--- src/hdl/rau_pkg.sv ---
// Package for the rational arithmetic unit: payload types, opcodes, control structs.
`timescale 1ns / 1ps
package rau_pkg;

    localparam int unsigned IN_W  = 16;
    localparam int unsigned NUM_W = 33;
    localparam int unsigned DEN_W = 32;

    typedef enum logic [2:0] {
        OP_ADD    = 3'd0,
        OP_SUB    = 3'd1,
        OP_MUL    = 3'd2,
        OP_DIV    = 3'd3,
        OP_REDUCE = 3'd4,
        OP_CMP    = 3'd5
    } op_t;

    localparam logic [1:0] CMP_LT = 2'd0;
    localparam logic [1:0] CMP_EQ = 2'd1;
    localparam logic [1:0] CMP_GT = 2'd2;

    typedef struct packed {
        logic [2:0]           req_type;
        logic signed [IN_W-1:0] a_num;
        logic signed [IN_W-1:0] a_den;
        logic signed [IN_W-1:0] b_num;
        logic signed [IN_W-1:0] b_den;
    } req_t;

    typedef struct packed {
        logic signed [NUM_W-1:0] res_num;
        logic signed [DEN_W-1:0] res_den;
        logic [1:0]              cmp_result;
        logic                    zero_gcd_error;
    } rsp_t;

    // Controller to datapath commands
    typedef struct packed {
        logic load;       // capture inputs
        logic mul_a;      // first product pair
        logic mul_b;      // denominator product, form raw pair
        logic gcd_init;   // start Euclid
        logic gcd_step;   // one division bit step
        logic div_init;   // start reduction divides
        logic div_step;
        logic finish;     // build result
    } dp_cmd_t;

    // Datapath to controller status
    typedef struct packed {
        logic gcd_done;
        logic div_done;
        logic is_cmp;
        logic is_bad;
    } dp_sts_t;

endpackage

--- src/hdl/rau_datapath.sv ---
// Datapath: cross products, Euclidean GCD by serial restoring division, reduction.
`timescale 1ns / 1ps
module rau_datapath (
    input  logic                    clk,
    input  logic                    rst_n,
    input  rau_pkg::req_t           req,
    input  rau_pkg::dp_cmd_t        cmd,
    output rau_pkg::dp_sts_t        sts,
    output rau_pkg::rsp_t           rsp
);
    import rau_pkg::*;

    localparam int PW = 2 * IN_W;          // product width
    localparam int MW = PW + 1;            // magnitude width (sum can grow a bit)
    localparam int CW = $clog2(MW + 1);

    logic [2:0]                 op_reg;
    logic signed [IN_W-1:0]     an_reg, ad_reg, bn_reg, bd_reg;
    logic signed [PW-1:0]       p0_reg, p1_reg;
    logic signed [PW-1:0]       dd_reg;
    logic                       nneg_reg, dneg_reg;
    logic [MW-1:0]              nmag_reg, dmag_reg;
    logic [MW-1:0]              x_reg, y_reg;          // Euclid operands
    logic [MW-1:0]              r_reg, dvd_reg;        // serial divider
    logic [MW-1:0]              q2_reg, r2_reg;        // second divider (den)
    logic [CW-1:0]              cnt_reg;
    logic                       gdiv_reg;              // divider active in Euclid
    logic                       xbig_reg;              // x is the dividend
    rsp_t                       rsp_reg;

    // Product operands chosen per op
    logic signed [IN_W-1:0]     m0a, m0b, m1a, m1b;
    logic signed [PW-1:0]       prod0, prod1;
    always_comb
    begin
        m0a = an_reg; m0b = bd_reg; m1a = bn_reg; m1b = ad_reg;
        case (op_reg)
            OP_MUL:  begin m0a = an_reg; m0b = bn_reg; m1a = ad_reg; m1b = bd_reg; end
            OP_DIV:  begin m0a = an_reg; m0b = bd_reg; m1a = ad_reg; m1b = bn_reg; end
            default: ;
        endcase
    end
    assign prod0 = PW'(m0a * m0b);
    assign prod1 = PW'(m1a * m1b);

    // Raw numerator/denominator and their magnitudes
    logic signed [MW:0] raw_n, raw_d, ext0, ext1, extd;
    assign ext0 = (MW+1)'(p0_reg);
    assign ext1 = (MW+1)'(p1_reg);
    assign extd = (MW+1)'(dd_reg);
    always_comb
    begin
        raw_n = ext0;
        raw_d = ext1;
        case (op_reg)
            OP_ADD:    begin raw_n = ext0 + ext1; raw_d = extd; end
            OP_SUB:    begin raw_n = ext0 - ext1; raw_d = extd; end
            OP_REDUCE: begin
                raw_n = (MW+1)'(an_reg);
                raw_d = (MW+1)'(ad_reg);
            end
            default: ;
        endcase
    end

    // Divider steps: trial is shared by Euclid and the numerator reduction, trial2 reduces the den
    logic [MW:0]   trial, trial2;
    logic [MW-1:0] gdvs;
    assign gdvs   = xbig_reg ? y_reg : x_reg;
    assign trial  = {r_reg, dvd_reg[MW-1]} - {1'b0, gdiv_reg ? gdvs : x_reg};
    assign trial2 = {r2_reg, q2_reg[MW-1]} - {1'b0, x_reg};

    logic [MW-1:0] rem_now;
    assign rem_now = trial[MW] ? {r_reg[MW-2:0], dvd_reg[MW-1]} : trial[MW-1:0];

    // Result beat contents
    rsp_t fin_rsp;
    always_comb
    begin
        fin_rsp = '0;
        if (op_reg == OP_CMP)
        begin
            fin_rsp.cmp_result = (p0_reg > p1_reg) ? CMP_GT :
                                 (p0_reg < p1_reg) ? CMP_LT : CMP_EQ;
        end
        else if (op_reg < OP_CMP)
        begin
            if (x_reg == '0)
                fin_rsp.zero_gcd_error = 1'b1;
            else
            begin
                fin_rsp.res_num = NUM_W'(nneg_reg ? -{1'b0, dvd_reg} : {1'b0, dvd_reg});
                fin_rsp.res_den = DEN_W'(dneg_reg ? -{1'b0, q2_reg} : {1'b0, q2_reg});
            end
        end
    end

    always_ff @(posedge clk or negedge rst_n)
    begin
        if (!rst_n)
        begin
            cnt_reg  <= '0;
            gdiv_reg <= 1'b0;
        end
        else if (cmd.gcd_init || cmd.div_init)
        begin
            cnt_reg  <= '0;
            gdiv_reg <= cmd.gcd_init;
        end
        else if (cmd.gcd_step || cmd.div_step)
        begin
            cnt_reg <= (cnt_reg == CW'(MW-1)) ? '0 : cnt_reg + CW'(1);
        end
    end

    always_ff @(posedge clk)
    begin
        if (cmd.load)
        begin
            op_reg <= req.req_type;
            an_reg <= req.a_num;
            ad_reg <= req.a_den;
            bn_reg <= req.b_num;
            bd_reg <= req.b_den;
        end
        if (cmd.mul_a)
        begin
            p0_reg <= prod0;
            p1_reg <= prod1;
        end
        if (cmd.mul_b)
        begin
            dd_reg   <= PW'(ad_reg * bd_reg);
        end
        if (cmd.gcd_init)
        begin
            nneg_reg <= raw_n[MW];
            dneg_reg <= raw_d[MW];
            nmag_reg <= raw_n[MW] ? MW'(-raw_n) : raw_n[MW-1:0];
            dmag_reg <= raw_d[MW] ? MW'(-raw_d) : raw_d[MW-1:0];
            x_reg    <= raw_n[MW] ? MW'(-raw_n) : raw_n[MW-1:0];
            y_reg    <= raw_d[MW] ? MW'(-raw_d) : raw_d[MW-1:0];
            xbig_reg <= (raw_n[MW] ? MW'(-raw_n) : raw_n[MW-1:0])
                        > (raw_d[MW] ? MW'(-raw_d) : raw_d[MW-1:0]);
            r_reg    <= '0;
            dvd_reg  <= (raw_n[MW] ? MW'(-raw_n) : raw_n[MW-1:0])
                        > (raw_d[MW] ? MW'(-raw_d) : raw_d[MW-1:0])
                        ? (raw_n[MW] ? MW'(-raw_n) : raw_n[MW-1:0])
                        : (raw_d[MW] ? MW'(-raw_d) : raw_d[MW-1:0]);
        end
        // Euclid: the larger is replaced by its remainder, one bit per cycle
        if (cmd.gcd_step)
        begin
            if (cnt_reg == CW'(MW-1))
            begin
                if (xbig_reg)
                    x_reg <= rem_now;
                else
                    y_reg <= rem_now;
                xbig_reg <= xbig_reg ? (rem_now > y_reg) : (x_reg > rem_now);
                r_reg    <= '0;
                dvd_reg  <= xbig_reg ? ((rem_now > y_reg) ? rem_now : y_reg)
                                     : ((rem_now > x_reg) ? rem_now : x_reg);
            end
            else
            begin
                r_reg   <= rem_now;
                dvd_reg <= {dvd_reg[MW-2:0], 1'b0};
            end
        end
        // Reduction: x holds gcd (x+y), two dividers run side by side
        if (cmd.div_init)
        begin
            x_reg   <= x_reg + y_reg;
            r_reg   <= '0;
            r2_reg  <= '0;
            dvd_reg <= nmag_reg;
            q2_reg  <= dmag_reg;
        end
        if (cmd.div_step)
        begin
            r_reg   <= trial[MW]  ? {r_reg[MW-2:0], dvd_reg[MW-1]}  : trial[MW-1:0];
            dvd_reg <= {dvd_reg[MW-2:0], ~trial[MW]};
            r2_reg  <= trial2[MW] ? {r2_reg[MW-2:0], q2_reg[MW-1]} : trial2[MW-1:0];
            q2_reg  <= {q2_reg[MW-2:0], ~trial2[MW]};
        end
        if (cmd.finish)
        begin
            rsp_reg <= fin_rsp;
        end
    end

    assign sts.gcd_done = (x_reg == '0) || (y_reg == '0);
    assign sts.div_done = (cnt_reg == CW'(MW-1));
    assign sts.is_cmp   = (op_reg >= OP_CMP);
    assign sts.is_bad   = (x_reg == '0) && (y_reg == '0);
    assign rsp          = rsp_reg;

endmodule

--- src/hdl/rau_ctrl.sv ---
// Controller: sequences load, products, Euclid loop, reduction and result beat.
`timescale 1ns / 1ps
module rau_ctrl (
    input  logic              clk,
    input  logic              rst_n,
    input  logic              start,
    output logic              busy,
    output logic              done,
    input  rau_pkg::dp_sts_t  sts,
    output rau_pkg::dp_cmd_t  cmd
);
    import rau_pkg::*;

    typedef enum logic [7:0] {
        S_IDLE  = 8'b0000_0001,
        S_MULA  = 8'b0000_0010,
        S_MULB  = 8'b0000_0100,
        S_GINIT = 8'b0000_1000,
        S_GCD   = 8'b0001_0000,
        S_DIV   = 8'b0010_0000,
        S_FIN   = 8'b0100_0000,
        S_OUT   = 8'b1000_0000
    } state_t;

    state_t state_reg, state_next;
    logic   gchk_reg, gchk_next;   // first cycle of a Euclid round checks for zero

    always_comb
    begin
        state_next = state_reg;
        gchk_next  = gchk_reg;
        cmd        = '0;
        unique case (state_reg)
            S_IDLE:
            begin
                cmd.load = start;
                if (start) state_next = S_MULA;
            end
            S_MULA:
            begin
                cmd.mul_a  = 1'b1;
                state_next = S_MULB;
            end
            S_MULB:
            begin
                cmd.mul_b  = 1'b1;
                state_next = sts.is_cmp ? S_FIN : S_GINIT;
            end
            S_GINIT:
            begin
                cmd.gcd_init = 1'b1;
                gchk_next    = 1'b1;
                state_next   = S_GCD;
            end
            S_GCD:
            begin
                if (gchk_reg && sts.gcd_done)
                begin
                    if (sts.is_bad)
                        state_next = S_FIN;
                    else
                    begin
                        cmd.div_init = 1'b1;
                        state_next   = S_DIV;
                    end
                end
                else
                begin
                    cmd.gcd_step = 1'b1;
                    gchk_next    = sts.div_done;
                end
            end
            S_DIV:
            begin
                cmd.div_step = 1'b1;
                if (sts.div_done) state_next = S_FIN;
            end
            S_FIN:
            begin
                cmd.finish = 1'b1;
                state_next = S_OUT;
            end
            S_OUT:
            begin
                state_next = S_IDLE;
            end
            default: state_next = S_IDLE;
        endcase
    end

    always_ff @(posedge clk or negedge rst_n)
    begin
        if (!rst_n)
        begin
            state_reg <= S_IDLE;
            gchk_reg  <= 1'b0;
        end
        else
        begin
            state_reg <= state_next;
            gchk_reg  <= gchk_next;
        end
    end

    assign busy = (state_reg != S_IDLE);
    assign done = (state_reg == S_OUT);

endmodule

--- src/hdl/rational_arithmetic_unit.sv ---
// Top level of the rational arithmetic unit.
//   channel | signals                 | direction | handshake
//   request | start, busy, req        | in        | start && !busy
//   result  | done, rsp               | out       | done, one cycle, no stall
// Compare and undefined codes skip the Euclid loop and reduction, and a 0/0 pair skips
// reduction; otherwise the bit-serial remainder loop of the Euclid step sets how long
// an item takes.
// Reset returns the controller to idle; busy stays high through the result beat.
// The result beat cannot be stalled; the next start is taken the cycle after it.
`timescale 1ns / 1ps
module rational_arithmetic_unit (
    input  logic           clk,
    input  logic           rst_n,
    input  logic           start,
    output logic           busy,
    input  rau_pkg::req_t  req,
    output logic           done,
    output rau_pkg::rsp_t  rsp
);
    import rau_pkg::*;

    dp_cmd_t cmd;
    dp_sts_t sts;

    rau_ctrl u_ctrl (
        .clk   (clk),
        .rst_n (rst_n),
        .start (start),
        .busy  (busy),
        .done  (done),
        .sts   (sts),
        .cmd   (cmd)
    );

    rau_datapath u_dp (
        .clk   (clk),
        .rst_n (rst_n),
        .req   (req),
        .cmd   (cmd),
        .sts   (sts),
        .rsp   (rsp)
    );

endmodule

--- config.mk ---
export PLATFORM = sky130hd
export DESIGN_NAME = rational_arithmetic_unit
export DESIGN_NICKNAME = d
export VERILOG_FILES = /design/src/hdl/rau_pkg.sv /design/src/hdl/rau_datapath.sv /design/src/hdl/rau_ctrl.sv /design/src/hdl/rational_arithmetic_unit.sv
export SDC_FILE = /design/constraint.sdc
export NUM_CORES = 2
export LEC_CHECK = 0
export BUFFER_PORTS_ARGS = -buffer_cell sky130_fd_sc_hd__buf_2
export CAP_MARGIN = 40
export CORE_MARGIN = 2
export CORE_UTILIZATION = 38
export DETAILED_ROUTE_END_ITERATION = 12
export MAX_ROUTING_LAYER = met4
export PLACE_DENSITY = 0.6
export SLEW_MARGIN = 20
export SYNTH_ARGS = -nofsm -noshare
export SYNTH_HDL_FRONTEND = slang
export SYNTH_SLANG_ARGS = --single-unit
--- constraint.sdc ---
create_clock -name clk -period 12.45 [get_ports clk]
set_input_delay 0 -clock clk [delete_from_list [all_inputs] [get_ports clk]]
set_output_delay 0 -clock clk [all_outputs]
set_load 0.005 [all_outputs]
# Word level (Yosys, flattened, before mapping)
# Index checks and enable logic that the tools add are counted.
# totals
ff_bits,514
latch_bits,0
ram_bits,0
romBits,0
inputBits,70
output_inout_bits,70
word_cells,159
mem_count,0
# classes
n_addsub,10
multipliers,3
div,0
order_cmp,8
n_eq_ne,19
shift,0
mux,68
bitwise_logic,4
reduce_logical,19
# ops
op,n
33-bit 2-to-1 mux,34
33-bit greater-than comparator,4
34-bit case mux with 3 select lines,1
33-bit negation,3
16-bit by 16-bit multiplier with 32-bit output,3
34-bit case mux with 2 select lines,1
34-bit by 33-bit subtractor with 34-bit output,2
33-bit logical NOT,2
8-bit case mux with 7 select lines,1
32-bit by 32-bit adder with 33-bit output,1
33-bit adder,1
32-bit by 32-bit subtractor with 33-bit output,1
32-bit greater-than comparator,1
32-bit less-than comparator,1
16-bit 2-to-1 mux,2
32-bit 2-to-1 mux,1
32-bit negation,1
16-bit case mux with 2 select lines,1
8-bit 2-to-1 mux,3
6-bit 2-to-1 mux,3
1-bit 2-to-1 mux,16
7-bit 2-to-1 mux,2
"8-bit by 1-bit equality test with 1-bit output, second input constant",1
"8-bit by 2-bit equality test with 1-bit output, second input constant",1
28 further kinds,44

# Logic depth before layout (Yosys ltp)
# depth
word_depth,11
depth_mapped,36

# Hierarchy
# Synthesis repeated with hierarchy kept, for this count alone.
# hier_totals
hier_cells,7150
area_unflattened_um2,65893.2
# modules_own_cells
mod,instances,cells_each,area_per_inst_um2
rau_datapath,1,7086,65308.9
rau_ctrl,1,64,584.3

# Worst setup path after synthesis
# OpenSTA, ideal clock, no wires.
# synth_timing
path_type,reg-to-reg
startpoint,register u_dp.op_reg[2]
endpoint,register u_dp.p0_reg[31] (data pin)
setup_ns,0.260
arrival_time_ns,8.482
required_ns,12.190
path_slack_ns,3.708
stages_incl_launch_ff,37
n_path_buf,7
synth_period_minus_slack_ns,8.742
path_cell_list,edfxtp_1 > buf_2 > buf_2 > clkbuf_1 > clkbuf_1 > nand2b_1 > clkbuf_1 > nor2_1 > clkbuf_1 > mux2_2 > clkbuf_1 > nand2_1 > fa_1 > inv_1 > fa_1 > inv_1 > fa_1 > inv_1 > fa_1 > inv_1 > fa_1 > inv_1 > fa_1 > ha_1 > a21o_1 > a21o_1 > a21o_1 > a21o_1 > a21oi_1 > o21ai_0 > o41ai_1 > a21oi_1 > nor3_1 > o31ai_1 > a21o_1 > a21oi_1 > xnor2_1
# synth_between
elab_chain_cells,3
# synth_rtl
item,line,source
start: declaration,rau_datapath.sv:17,logic [2:0] op_reg;
start signal: assignment,rau_datapath.sv:120,op_reg <= req.req_type;
3-bit by 2-bit equality test with 1-bit output,rau_datapath.sv:37,case (op_reg)
16-bit 2-to-1 mux,rau_datapath.sv:37,
16-bit by 16-bit multiplier with 32-bit output,rau_datapath.sv:43,assign prod0 = PW'(m0a * m0b);
via u_dp.prod0[31],rau_datapath.sv:33,"logic signed [PW-1:0] prod0, prod1;"
end signal: assignment,rau_datapath.sv:128,p0_reg <= prod0;
end: declaration,rau_datapath.sv:19,"logic signed [PW-1:0] p0_reg, p1_reg;"
# The timed path passes the listed nets, and every way through them passes these cells.
# A chain may end at the register's enable or synchronous reset.

# Worst setup path after layout
# layout_timing
startpoint,register u_dp.op_reg[2]
endpoint,register u_dp.p1_reg[31] (data pin)
# layout_between
elab_chain_cells,4
# layout_rtl
item,line,source
3-bit by 2-bit equality test with 1-bit output,rau_datapath.sv:37,
2-bit OR reduction (no line),n/a,
16-bit 2-to-1 mux,rau_datapath.sv:37,
16-bit by 16-bit multiplier with 32-bit output *,rau_datapath.sv:44,assign prod1 = PW'(m1a * m1b);
via u_dp.prod1[31],rau_datapath.sv:33,
end signal: assignment,rau_datapath.sv:129,p1_reg <= prod1;
end: declaration,rau_datapath.sv:19,
# Mark *: on every way through the listed nets, which the timed path passes. The rest lies on a longest branch.

==> metrics.cfg <==
[hold_path]
hold_class = in2reg

[route]
vias = 54948
vias_per_cell = 5.64
drc_errors = 0
dr.pass1.iters = 9
wire_per_inst_um = 24.6
postRouteAntennaNets = 0
drtIter0Drc = 5079
drt_wl_total_um = 240000

[worst_setup_path]
cp_max_fo = 70
path_class = reg2reg
crit_family = adder cells
crit_path_start_kind = flop
critPathBufInv = 6
cp.required_ns = 12.88
cpMostUsedCell = fa_1
critPathMaxStageDelay_ns = 0.63
cp_data_arrival_time_ns = 9.58
endpoint_kind = flop
cpMaxStageDelayCell = buf_4

[finish]
area_growth_pct = 11.8
largest_reg_flops = 68
final_common_cell = inv_1
drive_gt1_share_pct = 7.90
final_net_count = 8750
final_cell_mix = inv_1 (1081), nand2_1 (809), fa_1 (792)

[synth]
ys_warn_count = 0
syn_inst = 7169
yosysSeqAreaShare_pct = 22.3
synth_fp_nets = 8544
synth_area_um2 = 65800
async_flop_share_pct = 3.11
synth.avg_cell_area_um2 = 9.18
synth_edf_count = 431
synthDistinctLibCells = 114
ys.flop_type = edfxtp_1
ys_ff_latch = 514

[placement]
routabilityCongestion = 1.00
dpl.hpwl_um = 186000
io_buffers = 139

[floorplanning]
die_w_um = 420
core-area_um2 = 172000
die_area_um2 = 177000
rows = 152
fp.dieH_um = 420
ioPinCount = 140
initial_core_util_pct = 38.3

[global_routing]
antenna_found_initial = 5
grtUsageTotal_pct = 27.9
grt-ovfl-total = 0
grt_max_degree = 90
grt_pass1_wl_um = 358000
grt_pass1_vias = 55903

[sta]
fin_tns_setup_ns = 0
worstMarginPinSlew_ns = 1.05
slew_headroom_pct = 30.3
hold_violations = 0
clock_skew_ns = 0.0541
fmax_ghz = 0.109
fin_crit_ns = 9.15
post-route-period-util_pct = 73.5
rsz0062_at_grt = no
setup_viol = 0
maxSlewViolCount = 0

[outcome]
outcome = finished clean

[clock_tree]
clk_pin_slew_ns = 0.05
root_buffer = clkbuf_16
postCtsResizedCells = 0
clock-sinks = 514
cts_buffers = 71
clk_path_buf_depth = 3
cts_tree = built
clk_latency_ns = 0.72
cts_setup_buffers = 0
cts_max_level = 3

[job]
drv_cap = 0

## synthesized netlist by cell type (all sizes together) (125+ instances only)
master,n,share of area [%]
a21oi,341,2.6
ha,513,9.7
clkbuf,236,1.3
xnor2,195,2.6
inv,1083,6.2
nand2,814,4.7
fa,792,24
nor2,503,2.9
o21ai,250,1.9
and2,156,1.5
edfxtp,431,20
mux2i,141,2.1
xor2,125,1.7
## cell type report
type / count / area, um^2
Fill cell: 16811 / 98300
Multi-Input combinational cell: 5269 / 46000
Sequential cell: 514 / 14700
Inverter: 1084 / 4070
Timing Repair Buffer: 435 / 3490
Tap cell: 2310 / 2890
Clock buffer: 92 / 1940
Clock inverter: 38 / 508
Antenna cell: 5 / 12.5
## through the flow
| step | utilization, % | hold WS (ns) | cell area [um^2] | setup WS [ns] | std cells |
|---|---|---|---|---|---|
| after floorplan | - | -0.296 | 65800 | 3.71 | 7169 |
| after global placement | 40.3 | -0.0533 | 69300 | 3.59 | 9442 |
| after detailed placement | 40.6 | -0.0522 | 69700 | 3.48 | 9475 |
| after CTS | 42.7 | 0.00304 | 73500 | 3.50 | 9733 |
| after global routing | 42.8 | 0.0278 | 73600 | 2.86 | 9745 |
| final | 42.8 | 0.0429 | 73600 | 3.30 | 9747 |
## logic make-up (layout without fill, tap and decap cells)
family          Yosys count  count (layout)  synth area share, %
buf+inv                1386            1649                 8.00
simple gates           2107            2107                 15.0
flops                   514             514                 22.3
compound gates         1348            1348                 13.7
other cells               2               7               0.0114
fa+ha+maj              1305            1305                 33.8
mux                     187             187                 2.94
xor+xnor                320             320                 4.28
## path summary, 6_finish.rpt
check / start / end / slack [ns] / cells past startpoint
max in group asynchronous: rst_n / u_ctrl.state_reg[4] / 10.66 / 4
setup reg to reg: u_dp.op_reg[2] / u_dp.p1_reg[31] / 3.30 / 29
min in group asynchronous: rst_n / u_ctrl.state_reg[0] / 0.60 / 3
setup / recovery: u_dp.op_reg[2] / u_dp.p1_reg[31] / 3.30 / 29
hold / removal: req[50] / u_dp.an_reg[2] / 0.04 / 2
hold reg to reg: u_dp.gdiv_reg / u_dp.gdiv_reg / 0.50 / 2
## what timing repair did
action / CTS / global route
endpoints found under the hold margin: 104 / 0
hold buffers: 128 / 0
setup endpoints to repair: 0 / 0
## layer usage
metal  vias up  routed length, um  share of wire [%]  track usage [%]
met5         -                  0                  0                -
met4         0              12400                5.2             12.2
met3       584              15300                6.4             3.85
met2      2236             115000                 48             45.9
met1     27640              96700                 40             34.2
li1      24488                  -                  -                -
Power is left out: the tool's default activity adds up to more than one toggle a clock period on the data nets, which glitch-free logic cannot reach.
